`src/design/isc_pkg.sv`:
```
// Shared sizes, types and codes for the image stack combiner.
// Used by isc_div, image_stack_combine and its testbench; depends on nothing else.
package isc_pkg;

    // Maximum number of samples held for one pixel
    localparam int DEPTH = 16;

    // Index into the sorted store, and a count that can hold DEPTH itself
    localparam int IDX_W = (DEPTH > 1) ? $clog2(DEPTH) : 1;
    localparam int CNT_W = $clog2(DEPTH + 1);

    // Exact sum of up to DEPTH signed 32-bit samples
    localparam int SUM_W = 32 + $clog2(DEPTH);

    // Window arithmetic: counts, reject values and their sums
    localparam int WIN_W = ((CNT_W > 5) ? CNT_W : 5) + 2;

    // Divider step counter
    localparam int DCNT_W = $clog2(SUM_W + 1);

    typedef logic signed [31:0]      sample_t;
    typedef logic signed [SUM_W-1:0] sum_t;
    typedef logic [CNT_W-1:0]        count_t;
    typedef logic [IDX_W-1:0]        index_t;

    // Configuration register indexes
    typedef enum logic [1:0] {REG_MODE, REG_LOW, REG_HIGH, REG_DEPTH} reg_idx_t;

    // Combine modes
    typedef enum logic [1:0] {MODE_MEAN, MODE_MEDIAN, MODE_CLIP, MODE_CLIP_NZ} combine_mode_t;

endpackage

```
`src/design/isc_div.sv`:
```
// Serial signed divider: sum / count, truncated toward zero, one bit a cycle.
// Depends on isc_pkg for widths.
module isc_div import isc_pkg::*; (
    input  logic         aclk,
    input  logic         aresetn,
    input  logic         start,
    input  sum_t         dividend,
    input  count_t       divisor,
    output logic         done,
    output logic [31:0]  quotient
);

    logic [SUM_W-1:0]  quo_reg, quo_next;
    logic [CNT_W-1:0]  rem_reg, rem_next;
    count_t            div_reg, div_next;
    logic              neg_reg, neg_next;
    logic [DCNT_W-1:0] cnt_reg, cnt_next;
    logic              run_reg, run_next;
    logic              done_reg, done_next;
    logic [CNT_W:0]    shifted;
    logic [SUM_W-1:0]  result;

    // One restoring step per cycle
    always_comb begin
        quo_next  = quo_reg;
        rem_next  = rem_reg;
        div_next  = div_reg;
        neg_next  = neg_reg;
        cnt_next  = cnt_reg;
        run_next  = run_reg;
        done_next = 1'b0;
        shifted   = {rem_reg, quo_reg[SUM_W-1]};
        if (start) begin
            quo_next = dividend[SUM_W-1] ? (~dividend + SUM_W'(1)) : dividend;
            rem_next = '0;
            div_next = divisor;
            neg_next = dividend[SUM_W-1];
            cnt_next = DCNT_W'(SUM_W);
            run_next = 1'b1;
        end else if (run_reg) begin
            if (shifted >= {1'b0, div_reg}) begin
                rem_next = CNT_W'(shifted - {1'b0, div_reg});
                quo_next = {quo_reg[SUM_W-2:0], 1'b1};
            end else begin
                rem_next = CNT_W'(shifted);
                quo_next = {quo_reg[SUM_W-2:0], 1'b0};
            end
            cnt_next = cnt_reg - DCNT_W'(1);
            if (cnt_reg == DCNT_W'(1)) begin
                run_next  = 1'b0;
                done_next = 1'b1;
            end
        end
    end

    always_ff @(posedge aclk) begin
        if (!aresetn) begin
            run_reg  <= 1'b0;
            done_reg <= 1'b0;
            cnt_reg  <= '0;
        end else begin
            run_reg  <= run_next;
            done_reg <= done_next;
            cnt_reg  <= cnt_next;
        end
    end

    always_ff @(posedge aclk) begin
        quo_reg <= quo_next;
        rem_reg <= rem_next;
        div_reg <= div_next;
        neg_reg <= neg_next;
    end

    // Restore the sign of the quotient
    assign result   = neg_reg ? (~quo_reg + SUM_W'(1)) : quo_reg;
    assign quotient = result[31:0];
    assign done     = done_reg;

endmodule

```
`src/design/image_stack_combine.sv`:
```
// Top level of the image stack combiner: sorted sample store, sequencer,
// configuration registers and result register. Depends on isc_pkg, isc_div.
//
//  channel | ports                                   | direction
//  --------+-----------------------------------------+----------
//  sample  | s_valid s_ready s_sample                | in
//  result  | m_valid m_ready m_combined m_window_error| out
//  config  | cfg_valid cfg_ready cfg_index cfg_data  | in
//
// A sample is taken in ST_IDLE, then the insertion walk in ST_INSERT
// moves each larger stored entry up one slot and writes the sample into
// the freed slot. The sample that completes a stack adds the combine pass:
// median reads the middle entry; mean runs the serial divider; clipped
// mean sums the window entries, then divides, and mode 3 first counts the
// zero samples over the whole stack and settles the window.
// Synchronous active-low reset clears control state; the store needs no
// clearing pass. s_ready is low while an item is at work; a held result
// only stalls the sequencer at its final step.
module image_stack_combine import isc_pkg::*; (
    input  logic        aclk,
    input  logic        aresetn,
    input  logic        s_valid,
    output logic        s_ready,
    input  logic [31:0] s_sample,
    output logic        m_valid,
    input  logic        m_ready,
    output logic [31:0] m_combined,
    output logic        m_window_error,
    input  logic        cfg_valid,
    output logic        cfg_ready,
    input  logic [1:0]  cfg_index,
    input  logic [4:0]  cfg_data
);

    typedef enum logic [7:0] {
        ST_IDLE   = 8'b0000_0001,
        ST_INSERT = 8'b0000_0010,
        ST_CHECK  = 8'b0000_0100,
        ST_ZERO   = 8'b0000_1000,
        ST_WIN    = 8'b0001_0000,
        ST_SUM    = 8'b0010_0000,
        ST_DIV    = 8'b0100_0000,
        ST_OUT    = 8'b1000_0000
    } state_t;

    state_t      state_reg, state_next;
    sample_t     sample_reg, sample_next;
    index_t      k_reg, k_next;
    count_t      count_reg, count_next;
    sum_t        sum_reg, sum_next;
    sum_t        acc_reg, acc_next;
    index_t      idx_reg, idx_next;
    index_t      start_reg, start_next;
    index_t      stop_reg, stop_next;
    count_t      z_reg, z_next;
    logic [31:0] res_reg, res_next;
    logic        err_reg, err_next;
    logic        m_valid_reg, m_valid_next;
    logic [31:0] m_combined_reg;
    logic        m_err_reg;
    logic [1:0]  mode_reg;
    logic [4:0]  low_reg, high_reg, depth_reg;

    sample_t     store_reg [DEPTH];
    logic        st_we;
    index_t      st_wa;
    sample_t     st_wd;
    index_t      rd_addr;
    sample_t     rd_data;

    logic        div_start;
    sum_t        div_dividend;
    count_t      div_divisor;
    logic        div_done;
    logic [31:0] div_quot;

    count_t      depth_eff;
    count_t      count_inc;
    logic [WIN_W-1:0] w_start, w_stop, w_last, w_stop0;

    assign s_ready   = (state_reg == ST_IDLE);
    assign cfg_ready = 1'b1;
    assign m_valid        = m_valid_reg;
    assign m_combined     = m_combined_reg;
    assign m_window_error = m_err_reg;

    // Clamp the configured depth into 1..DEPTH
    always_comb begin
        if (depth_reg == 5'd0) begin
            depth_eff = CNT_W'(1);
        end else if (32'(depth_reg) > DEPTH) begin
            depth_eff = CNT_W'(DEPTH);
        end else begin
            depth_eff = CNT_W'(depth_reg);
        end
    end

    assign rd_data   = store_reg[rd_addr];
    assign count_inc = count_reg + CNT_W'(1);

    // Sequencer
    always_comb begin
        state_next   = state_reg;
        sample_next  = sample_reg;
        k_next       = k_reg;
        count_next   = count_reg;
        sum_next     = sum_reg;
        acc_next     = acc_reg;
        idx_next     = idx_reg;
        start_next   = start_reg;
        stop_next    = stop_reg;
        z_next       = z_reg;
        res_next     = res_reg;
        err_next     = err_reg;
        m_valid_next = m_valid_reg;
        st_we        = 1'b0;
        st_wa        = k_reg;
        st_wd        = sample_reg;
        rd_addr      = idx_reg;
        div_start    = 1'b0;
        div_dividend = sum_reg;
        div_divisor  = count_reg;
        w_last       = WIN_W'(count_reg) - WIN_W'(1);
        w_stop0      = w_last - WIN_W'(high_reg);
        w_start      = WIN_W'(z_reg) + WIN_W'(low_reg);
        w_stop       = WIN_W'(stop_reg);

        // Drop the result once the consumer takes it
        if (m_valid_reg && m_ready) begin
            m_valid_next = 1'b0;
        end

        case (state_reg)
            ST_IDLE: begin
                if (s_valid) begin
                    sample_next = sample_t'(s_sample);
                    sum_next    = sum_reg + SUM_W'(sample_t'(s_sample));
                    if (32'(count_reg) >= DEPTH) begin
                        count_next = CNT_W'(DEPTH - 1);
                        k_next     = IDX_W'(DEPTH - 1);
                    end else begin
                        k_next     = IDX_W'(count_reg);
                    end
                    state_next = ST_INSERT;
                end
            end
            ST_INSERT: begin
                // Walk down, moving larger entries up one slot
                rd_addr = k_reg - IDX_W'(1);
                st_we   = 1'b1;
                st_wa   = k_reg;
                if (k_reg != '0 && rd_data > sample_reg) begin
                    st_wd  = rd_data;
                    k_next = k_reg - IDX_W'(1);
                end else begin
                    st_wd      = sample_reg;
                    count_next = count_inc;
                    state_next = (count_inc >= depth_eff) ? ST_CHECK : ST_IDLE;
                end
            end
            ST_CHECK: begin
                rd_addr  = IDX_W'(count_reg >> 1);
                err_next = 1'b0;
                if (mode_reg == MODE_MEAN) begin
                    div_start    = 1'b1;
                    div_dividend = sum_reg;
                    div_divisor  = count_reg;
                    state_next   = ST_DIV;
                end else if (mode_reg == MODE_MEDIAN) begin
                    res_next   = rd_data;
                    state_next = ST_OUT;
                end else if (WIN_W'(low_reg) + WIN_W'(high_reg) >= WIN_W'(count_reg)) begin
                    res_next   = '0;
                    err_next   = 1'b1;
                    state_next = ST_OUT;
                end else if (mode_reg == MODE_CLIP) begin
                    start_next = IDX_W'(low_reg);
                    stop_next  = IDX_W'(w_stop0);
                    idx_next   = IDX_W'(low_reg);
                    acc_next   = '0;
                    state_next = ST_SUM;
                end else begin
                    stop_next  = IDX_W'(w_stop0);
                    idx_next   = '0;
                    z_next     = '0;
                    state_next = ST_ZERO;
                end
            end
            ST_ZERO: begin
                // Count exact-zero samples over the whole stack
                if (rd_data == '0) begin
                    z_next = z_reg + CNT_W'(1);
                end
                idx_next = idx_reg + IDX_W'(1);
                if (WIN_W'(idx_reg) == w_last) begin
                    state_next = ST_WIN;
                end
            end
            ST_WIN: begin
                // Fall back when the zero skip swallows the window
                if (w_start >= w_stop) begin
                    w_start = WIN_W'(z_reg);
                end
                if (w_start > w_stop) begin
                    w_stop = w_last;
                end
                if (w_start > w_stop) begin
                    w_start = w_last;
                end
                start_next = IDX_W'(w_start);
                stop_next  = IDX_W'(w_stop);
                idx_next   = IDX_W'(w_start);
                acc_next   = '0;
                state_next = ST_SUM;
            end
            ST_SUM: begin
                // Accumulate one window entry a cycle
                acc_next = acc_reg + SUM_W'(rd_data);
                idx_next = idx_reg + IDX_W'(1);
                if (idx_reg == stop_reg) begin
                    div_start    = 1'b1;
                    div_dividend = acc_next;
                    div_divisor  = CNT_W'(stop_reg) - CNT_W'(start_reg) + CNT_W'(1);
                    state_next   = ST_DIV;
                end
            end
            ST_DIV: begin
                if (div_done) begin
                    res_next   = div_quot;
                    state_next = ST_OUT;
                end
            end
            ST_OUT: begin
                // Hold until the result register is free
                if (!m_valid_reg || m_ready) begin
                    m_valid_next = 1'b1;
                    count_next   = '0;
                    sum_next     = '0;
                    state_next   = ST_IDLE;
                end
            end
            default: begin
                state_next = ST_IDLE;
            end
        endcase
    end

    // Control registers
    always_ff @(posedge aclk) begin
        if (!aresetn) begin
            state_reg   <= ST_IDLE;
            count_reg   <= '0;
            sum_reg     <= '0;
            m_valid_reg <= 1'b0;
            mode_reg    <= MODE_MEAN;
            low_reg     <= 5'd1;
            high_reg    <= 5'd1;
            depth_reg   <= 5'd16;
        end else begin
            state_reg   <= state_next;
            count_reg   <= count_next;
            sum_reg     <= sum_next;
            m_valid_reg <= m_valid_next;
            if (cfg_valid) begin
                case (cfg_index)
                    REG_MODE:  mode_reg  <= cfg_data[1:0];
                    REG_LOW:   low_reg   <= cfg_data;
                    REG_HIGH:  high_reg  <= cfg_data;
                    REG_DEPTH: depth_reg <= cfg_data;
                    default:   mode_reg  <= mode_reg;
                endcase
            end
        end
    end

    // Datapath registers
    always_ff @(posedge aclk) begin
        sample_reg <= sample_next;
        k_reg      <= k_next;
        acc_reg    <= acc_next;
        idx_reg    <= idx_next;
        start_reg  <= start_next;
        stop_reg   <= stop_next;
        z_reg      <= z_next;
        res_reg    <= res_next;
        err_reg    <= err_next;
        if (state_reg == ST_OUT && (!m_valid_reg || m_ready)) begin
            m_combined_reg <= res_reg;
            m_err_reg      <= err_reg;
        end
    end

    // Sorted sample store
    always_ff @(posedge aclk) begin
        if (st_we) begin
            store_reg[st_wa] <= st_wd;
        end
    end

    isc_div u_div (
        .aclk     (aclk),
        .aresetn  (aresetn),
        .start    (div_start),
        .dividend (div_dividend),
        .divisor  (div_divisor),
        .done     (div_done),
        .quotient (div_quot)
    );

`ifndef SYNTHESIS
    a_count_range: assert property (@(posedge aclk) disable iff (!aresetn)
        32'(count_reg) <= DEPTH)
        else $error("sample count beyond store depth");

    a_div_in_div_state: assert property (@(posedge aclk) disable iff (!aresetn)
        div_done |-> state_reg == ST_DIV)
        else $error("divider finished outside the divide step");

    a_error_gives_zero: assert property (@(posedge aclk) disable iff (!aresetn)
        (m_valid && m_window_error) |-> m_combined == 32'd0)
        else $error("window error with nonzero result");

    a_accept_inserts: assert property (@(posedge aclk) disable iff (!aresetn)
        (s_valid && s_ready) |=> state_reg == ST_INSERT)
        else $error("accepted request did not start insertion");
`endif

endmodule

```
`config.mk`:
```
export PLATFORM = sky130hd
export DESIGN_NAME = image_stack_combine
export DESIGN_NICKNAME = d
export VERILOG_FILES = /design/src/design/isc_pkg.sv /design/src/design/isc_div.sv /design/src/design/image_stack_combine.sv
export SDC_FILE = /design/constraint.sdc
export NUM_CORES = 2
export LEC_CHECK = 0
export ABC_AREA = 1
export BUFFER_PORTS_ARGS = -buffer_cell sky130_fd_sc_hd__buf_2
export CORE_ASPECT_RATIO = 0.75
export CORE_MARGIN = 2
export CORE_UTILIZATION = 65
export CTS_BUF_LIST = sky130_fd_sc_hd__clkbuf_2
export DETAILED_ROUTE_END_ITERATION = 10
export PLACE_DENSITY = 0.82
export SYNTH_ARGS = -nofsm -noshare
export SYNTH_HDL_FRONTEND = slang
export SYNTH_SLANG_ARGS = --single-unit
```
`constraint.sdc`:
```
create_clock -name aclk -period 13.4 [get_ports aclk]
set_input_delay 0.67 -clock aclk [delete_from_list [all_inputs] [get_ports aclk]]
set_output_delay 0.67 -clock aclk [all_outputs]
set_load 0.005 [all_outputs]
```
== Word-level counts from Yosys, hierarchy flattened ==
Memory sizes are Yosys's and may differ from the RTL's.
Index checks and enable logic that the tools add are counted.
Storage, ports and cells
  flip-flop bits (word level): 277
  RAM bits: 512
  bits of input ports: 44
  output and inout bits: 36
  memories: 1
Cells by class
  $add $sub $neg: 16
  magnitude comparators: 9
  equal/unequal tests: 31
  multiplexer cells: 90
  bitwise logic cells: 4
  reduce and logical (&&, ||, !) cells: 38
Memory list
  store_reg: depth 16, width 32, read ports 1, clocked after memory_dff 0, write ports 1, RTL line image_stack_combine.sv:64  | sample_t store_reg [DEPTH];
Operators with widths (count)
  36-bit 2-to-1 mux: 11
  32-bit 2-to-1 mux: 7
  36-bit case mux with 3 select lines: 1
  36-bit by 32-bit adder with 36-bit output: 2
  8-bit 2-to-1 mux: 9
  36-bit case mux with 2 select lines: 1
  5-bit 2-to-1 mux: 14
  32-bit case mux with 2 select lines: 1
  8-bit case mux with 8 select lines: 1
  4-bit 2-to-1 mux: 15
  36-bit by 2-bit adder with 36-bit output (second input constant): 1
  36-bit inverter: 1
  32-bit by 1-bit adder with 32-bit output (second input constant): 1
  32-bit greater-than comparator: 1
  32-bit zero test: 1
  32-bit inverter: 1
  4-bit case mux with 2 select lines: 4
  6-bit 2-to-1 mux: 4
  2-bit != test (second input constant): 11
  7-bit 2-to-1 mux: 3
  5-bit by 1-bit adder with 5-bit output (second input constant): 3
  5-bit case mux with 3 select lines: 1
  5-bit AND reduction: 3
  1-bit 2-to-1 mux: 14
  49 further kinds: 77

== Depth between registers and ports, before layout ==
  depth after elaboration: 10
  depth in mapped cells: 39

== By module ==
From an unflattened synthesis, not the netlist that was laid out.
Second synthesis, totals
  cell total of the unflattened synthesis: 4515
  area, all modules: 41765.1 sq um
Modules (own cells, without submodules)
  image_stack_combine: instances 1, cells each 3857, area each 37116.8 sq um, seq. area each 21370.5 sq um
  isc_div: instances 1, cells each 658, area each 4648.2 sq um, seq. area each 1521.5 sq um

== Worst setup path before layout ==
OpenSTA, ideal clock, no wires.
  path kind: reg-to-reg
  start point: reg low_reg[2]
  end point: reg res_reg[0], enable pin
  library setup time: 470 ps
  data arrival time: 4450 ps
  setup slack: 8480 ps
  cell stages (with the launch flop): 16
  buffers on the path: 0
  cell sequence: dfxtp_1 ha_1 a21oi_1 inv_1 a31oi_1 xor2_1 inv_1 ha_1 nand2_1 o21ai_0 o21ai_0 nand3_1 inv_1 a21oi_1 inv_1 a211oi_1
On the way
  longest elaborated chain between the ends: 4
Ends and longest elaborated chain
  start: declaration: RTL line image_stack_combine.sv:62  | logic [4:0] low_reg, high_reg, depth_reg;
  start signal: assignment: RTL line image_stack_combine.sv:267  | REG_LOW: low_reg <= cfg_data;
  5-bit by 5-bit adder with 6-bit output: RTL line image_stack_combine.sv:172  | end else if (WIN_W'(low_reg) + WIN_W'(high_reg) >= WIN_W'(count_reg)) begin
  6-bit by 5-bit greater-or-equal comparator with 1-bit output: RTL line image_stack_combine.sv:172
  3-bit != test (no line)
  4-bit AND reduction (no line)
  end signal: assignment: RTL line image_stack_combine.sv:285  | res_reg <= res_next;
  end: declaration: RTL line image_stack_combine.sv:56  | logic [31:0] res_reg, res_next;
Every way passes these cells.
A chain may end at the register's enable or synchronous reset.

== Final worst setup path ==
  start point: reg state_reg[6]
  end point: reg u_div.quo_reg[12], data pin
On the way
  longest elaborated chain between the ends: 10
Ends and longest elaborated chain
  start: declaration: RTL line image_stack_combine.sv:46  | state_t state_reg, state_next;
  start signal: assignment: RTL line image_stack_combine.sv:260  | state_reg <= state_next;
  8-bit by 3-bit equality test with 1-bit output or 8-bit by 2-bit equality test with 1-bit output (tied branches): RTL line image_stack_combine.sv:133  | case (state_reg)
  4-bit case mux with 2 select lines: RTL line image_stack_combine.sv:133
  memory 16 x 32 bit
  36-bit by 32-bit adder with 36-bit output: RTL line image_stack_combine.sv:218  | acc_next = acc_reg + SUM_W'(rd_data);
  36-bit 2-to-1 mux: RTL line image_stack_combine.sv:220  | if (idx_reg == stop_reg) begin
  36-bit 2-to-1 mux
  36-bit inverter: RTL line isc_div.sv:34  | quo_next = dividend[SUM_W-1] ? (~dividend + SUM_W'(1)) : dividend;
  36-bit by 2-bit adder with 36-bit output: RTL line isc_div.sv:34
  36-bit 2-to-1 mux: RTL line isc_div.sv:34
  36-bit 2-to-1 mux *: RTL line isc_div.sv:33  | if (start) begin
  named net u_div.quo_next[12]: RTL line isc_div.sv:13  | logic [SUM_W-1:0] quo_reg, quo_next;
  end signal: assignment: RTL line isc_div.sv:69  | quo_reg <= quo_next;
  end: declaration: RTL line isc_div.sv:13
The timed path passes the listed nets; every way through them passes the cells marked *.

==> run summary <==
GP Congestion = 1.032
Hold Violations, Final = 0
fin cells = 5673
PortBufs = 78
synthesized area = 40920 um2
worst-margin pin slew = 1392 ps
Psw = 3.139 mW
residual DRC count = 0
Synth Register Bits = 789
PwrDens = 168.1 nW/um2
CP delay by family, top = buffers and inverters
# fillers = 4632
placed cells = 5276
Clock power frac = 20.6%
core area = 62170 um2
clock skew = 118.2 ps
layout cells sized above 1 = 11.05%
via count = 34580
Seq pwr share = 40.9%
setup TNS = 0 ps
CTS tree = done
Worst Setup SP = state_reg[6]
period utilisation layout = 57.03%
Total GRT Usage = 38.46%
Worst R2R Start = state_reg[6]
max-capacitance violation count = 0
vias in the first global route = 32600
critical path type = flop to flop
Critical Path Max Stage Delay = 920 ps
setup slack, reg-to-reg = 5760 ps
DR vias/cell = 6.096
RSZ-0062 raised after global routing = false
syn_area_per_cell = 9.145 um2
post_cts resized = 0
Setup crit end = u_div.quo_reg[12]
CP required = 14570 ps
area grow syn2layout = 9.170%
top_reg_cell synth = edfxtp_1
max frequency = 0.1309 GHz
Final setup viols = 0
Lkg Pwr = 18.74 nW
Max IR drop VDD = 0.1043 mV
Setup Fix Bufs, Post-CTS = 0
Post-Route WL = 124.9 mm
Die Wd = 293.7 um
switching portion of total power = 41.80%
CTS buffer count = 179
Root Buffer Master = clkbuf_2
hold_sp = cfg_data[3]
end of the worst register-to-register path = u_div.quo_reg[12]
dpl hpwl = 82.27 mm
CP arrival = 8810 ps
sequential-to-total area share from yosys stat = 55.94%
DR WL/cell = 22.02 um
Rel. slew slack = 7.194%
die area = 65000 um2
logic gate share of total power = 38.5%
HP Class = input pin to flop
initial antenna violation count = 7
Worst path slowest cell = buf_4
crit-path most repeated cell = nand2_1
first-pass GRT wire length = 187.9 mm
Synth Instances = 4475
clk_lat worst skew = 1470 ps
global route overflow = 0
R2R depth = 33
# IOs = 80
Crit. End Element = flop
status = finished clean
Storage cell area = 22890 um2
WP depth = 33
initial DRC count = 4993
largest net degree at the start of global routing = 239
Clock Path Buffers = 3
Multi-input gate area = 15830 um2
minimum clock period = 7642 ps
Synth Warn # = 0
Largest register FFs = 512
DIE HEIGHT = 221.3 um
Critical Path Source Type = flop
CP max FO = 103
Buf/Inv on CP = 7
initial core utilization = 65.82%
Worst-path clk slew = 120 ps
H-tree Lvls = 4
Synth cell types = 65
Detailed Routing Iterations Pass 1 = 7
P_int = 4.371 mW
clock sink count = 789
fin. max-slew vios = 0
number of flops mapped to enable cells by yosys = 709
final net count = 4946
Post-synth ARST share = 0%
Routed Antenna Nets = 0
Core Rows = 79
metrics by stage:
step	hold WS, ps	area, um2	utilization, %	setup slack (ps)	total power [mW]
after floorplan	400.3	40930	-	8480	4.990
after CTS	0.9068	44670	71.84	6018	7.406
after global placement	400.5	42230	67.92	6180	5.823
after global routing	85.15	44670	71.85	5302	7.927
final	144.4	44670	71.85	5758	7.509
after detailed placement	405.4	42230	67.92	6041	5.871
how the worst min path moves through the flow:
stage,to,cells past startpoint
3_5_place_dp,m_combined[26],0
3_3_place_gp,m_combined[11],0
4_1_cts,sample_reg[11],2
6_report,depth_reg[3],4
2_1_floorplan,m_combined[0],0
5_1_grt,sample_reg[8],2
cells in the mapped netlist (all sizes together) (2+ instances only):
library cell,count,area share [%]
clkinv,7,0.067
nor4,13,0.21
a211oi,5,0.092
a221oi,2,0.043
clkbuf,49,0.45
ha,165,5.0
a21o,5,0.092
o22ai,26,0.40
o21a,6,0.11
nor3,36,0.53
o221ai,2,0.043
a31oi,19,0.29
or2,18,0.28
nand3,635,7.8
and2,6,0.092
a21boi,7,0.14
buf,113,1.6
a41oi,2,0.043
and3,5,0.076
o2111ai,2,0.043
o21ai,209,2.6
o211ai,10,0.18
mux2,2,0.055
xor2,36,0.77
nand4,27,0.43
inv,401,3.7
conb,2,0.018
nand2,1314,12
a21oi,213,2.6
dfxtp,80,3.9
fa,7,0.34
nor2,306,3.0
xnor2,9,0.19
nand3b,11,0.20
o21bai,6,0.11
edfxtp,709,52
nor3b,2,0.037
cells in the final DEF, fill, tap and decap left out, drive strengths merged, types with 80 or more instances in the layout:
cell type    Yosys  final
dlygate4sd3      0     83
edfxtp         709    709
dfxtp           80     80
o21ai          209    209
buf            113    152
inv            401    408
a21oi          213    213
ha             165    165
nand3          635    635
nor2           306    306
clkbuf          49    262
nand2         1314   1314
cells by family (layout without fill, tap and decap cells):
family	Yosys count	in the layout	synth area share, %
XOR/XNOR	45	45	0.9631
AND/OR/NAND/NOR	2375	2375	24.90
AO/OA/AOI/OAI	520	520	6.889
flip-flops	789	789	55.94
buffers and inverters	570	954	5.846
adder cells (fa/ha/maj)	172	172	5.387
multiplexers	2	2	0.05503
other	2	6	0.01835
final cells by class:
cell class / count / area share (%)
inverters: 408 / 3.442
clock buffers: 262 / 2.935
multi-input cells: 3117 / 35.43
clock inverters: 49 / 0.6610
diodes: 3 / 0.01680
flip-flops and latches: 789 / 51.24
well taps: 810 / 2.269
repair buffers: 235 / 4.005
routing by layer:
metal / track usage [%] / vias up / part of all wire (%)
met5: 0 / - / 0.054
met4: 15.60 / 10 / 3.7
li1: - / 15880 / -
met1: 54.10 / 15990 / 39
met2: 55.77 / 2362 / 43
met3: 11.98 / 338 / 14
power groups by stage:
| stage | clock network, mW | logic (mW) | registers (mW) |
|---|---|---|---|
| after CTS | 1.56 | 2.79 | 3.06 |
| after global routing | 1.68 | 3.17 | 3.08 |
| after global placement | 0 | 2.71 | 3.12 |
| final | 1.55 | 2.89 | 3.07 |
| after detailed placement | 0 | 2.75 | 3.12 |
| after floorplan | 0 | 1.93 | 3.06 |
worst min-delay path: cells and delay by family:
kind | cells | cell delay [ps]
buf+inv | 2 | 640
compound gates | 2 | 200
timing repair:
action / CTS / global route
hold endpoints to repair: 107 / 0
endpoints found under the setup margin: 0 / 0
hold buffers: 83 / 0
(Power assumes the default switching activity.)
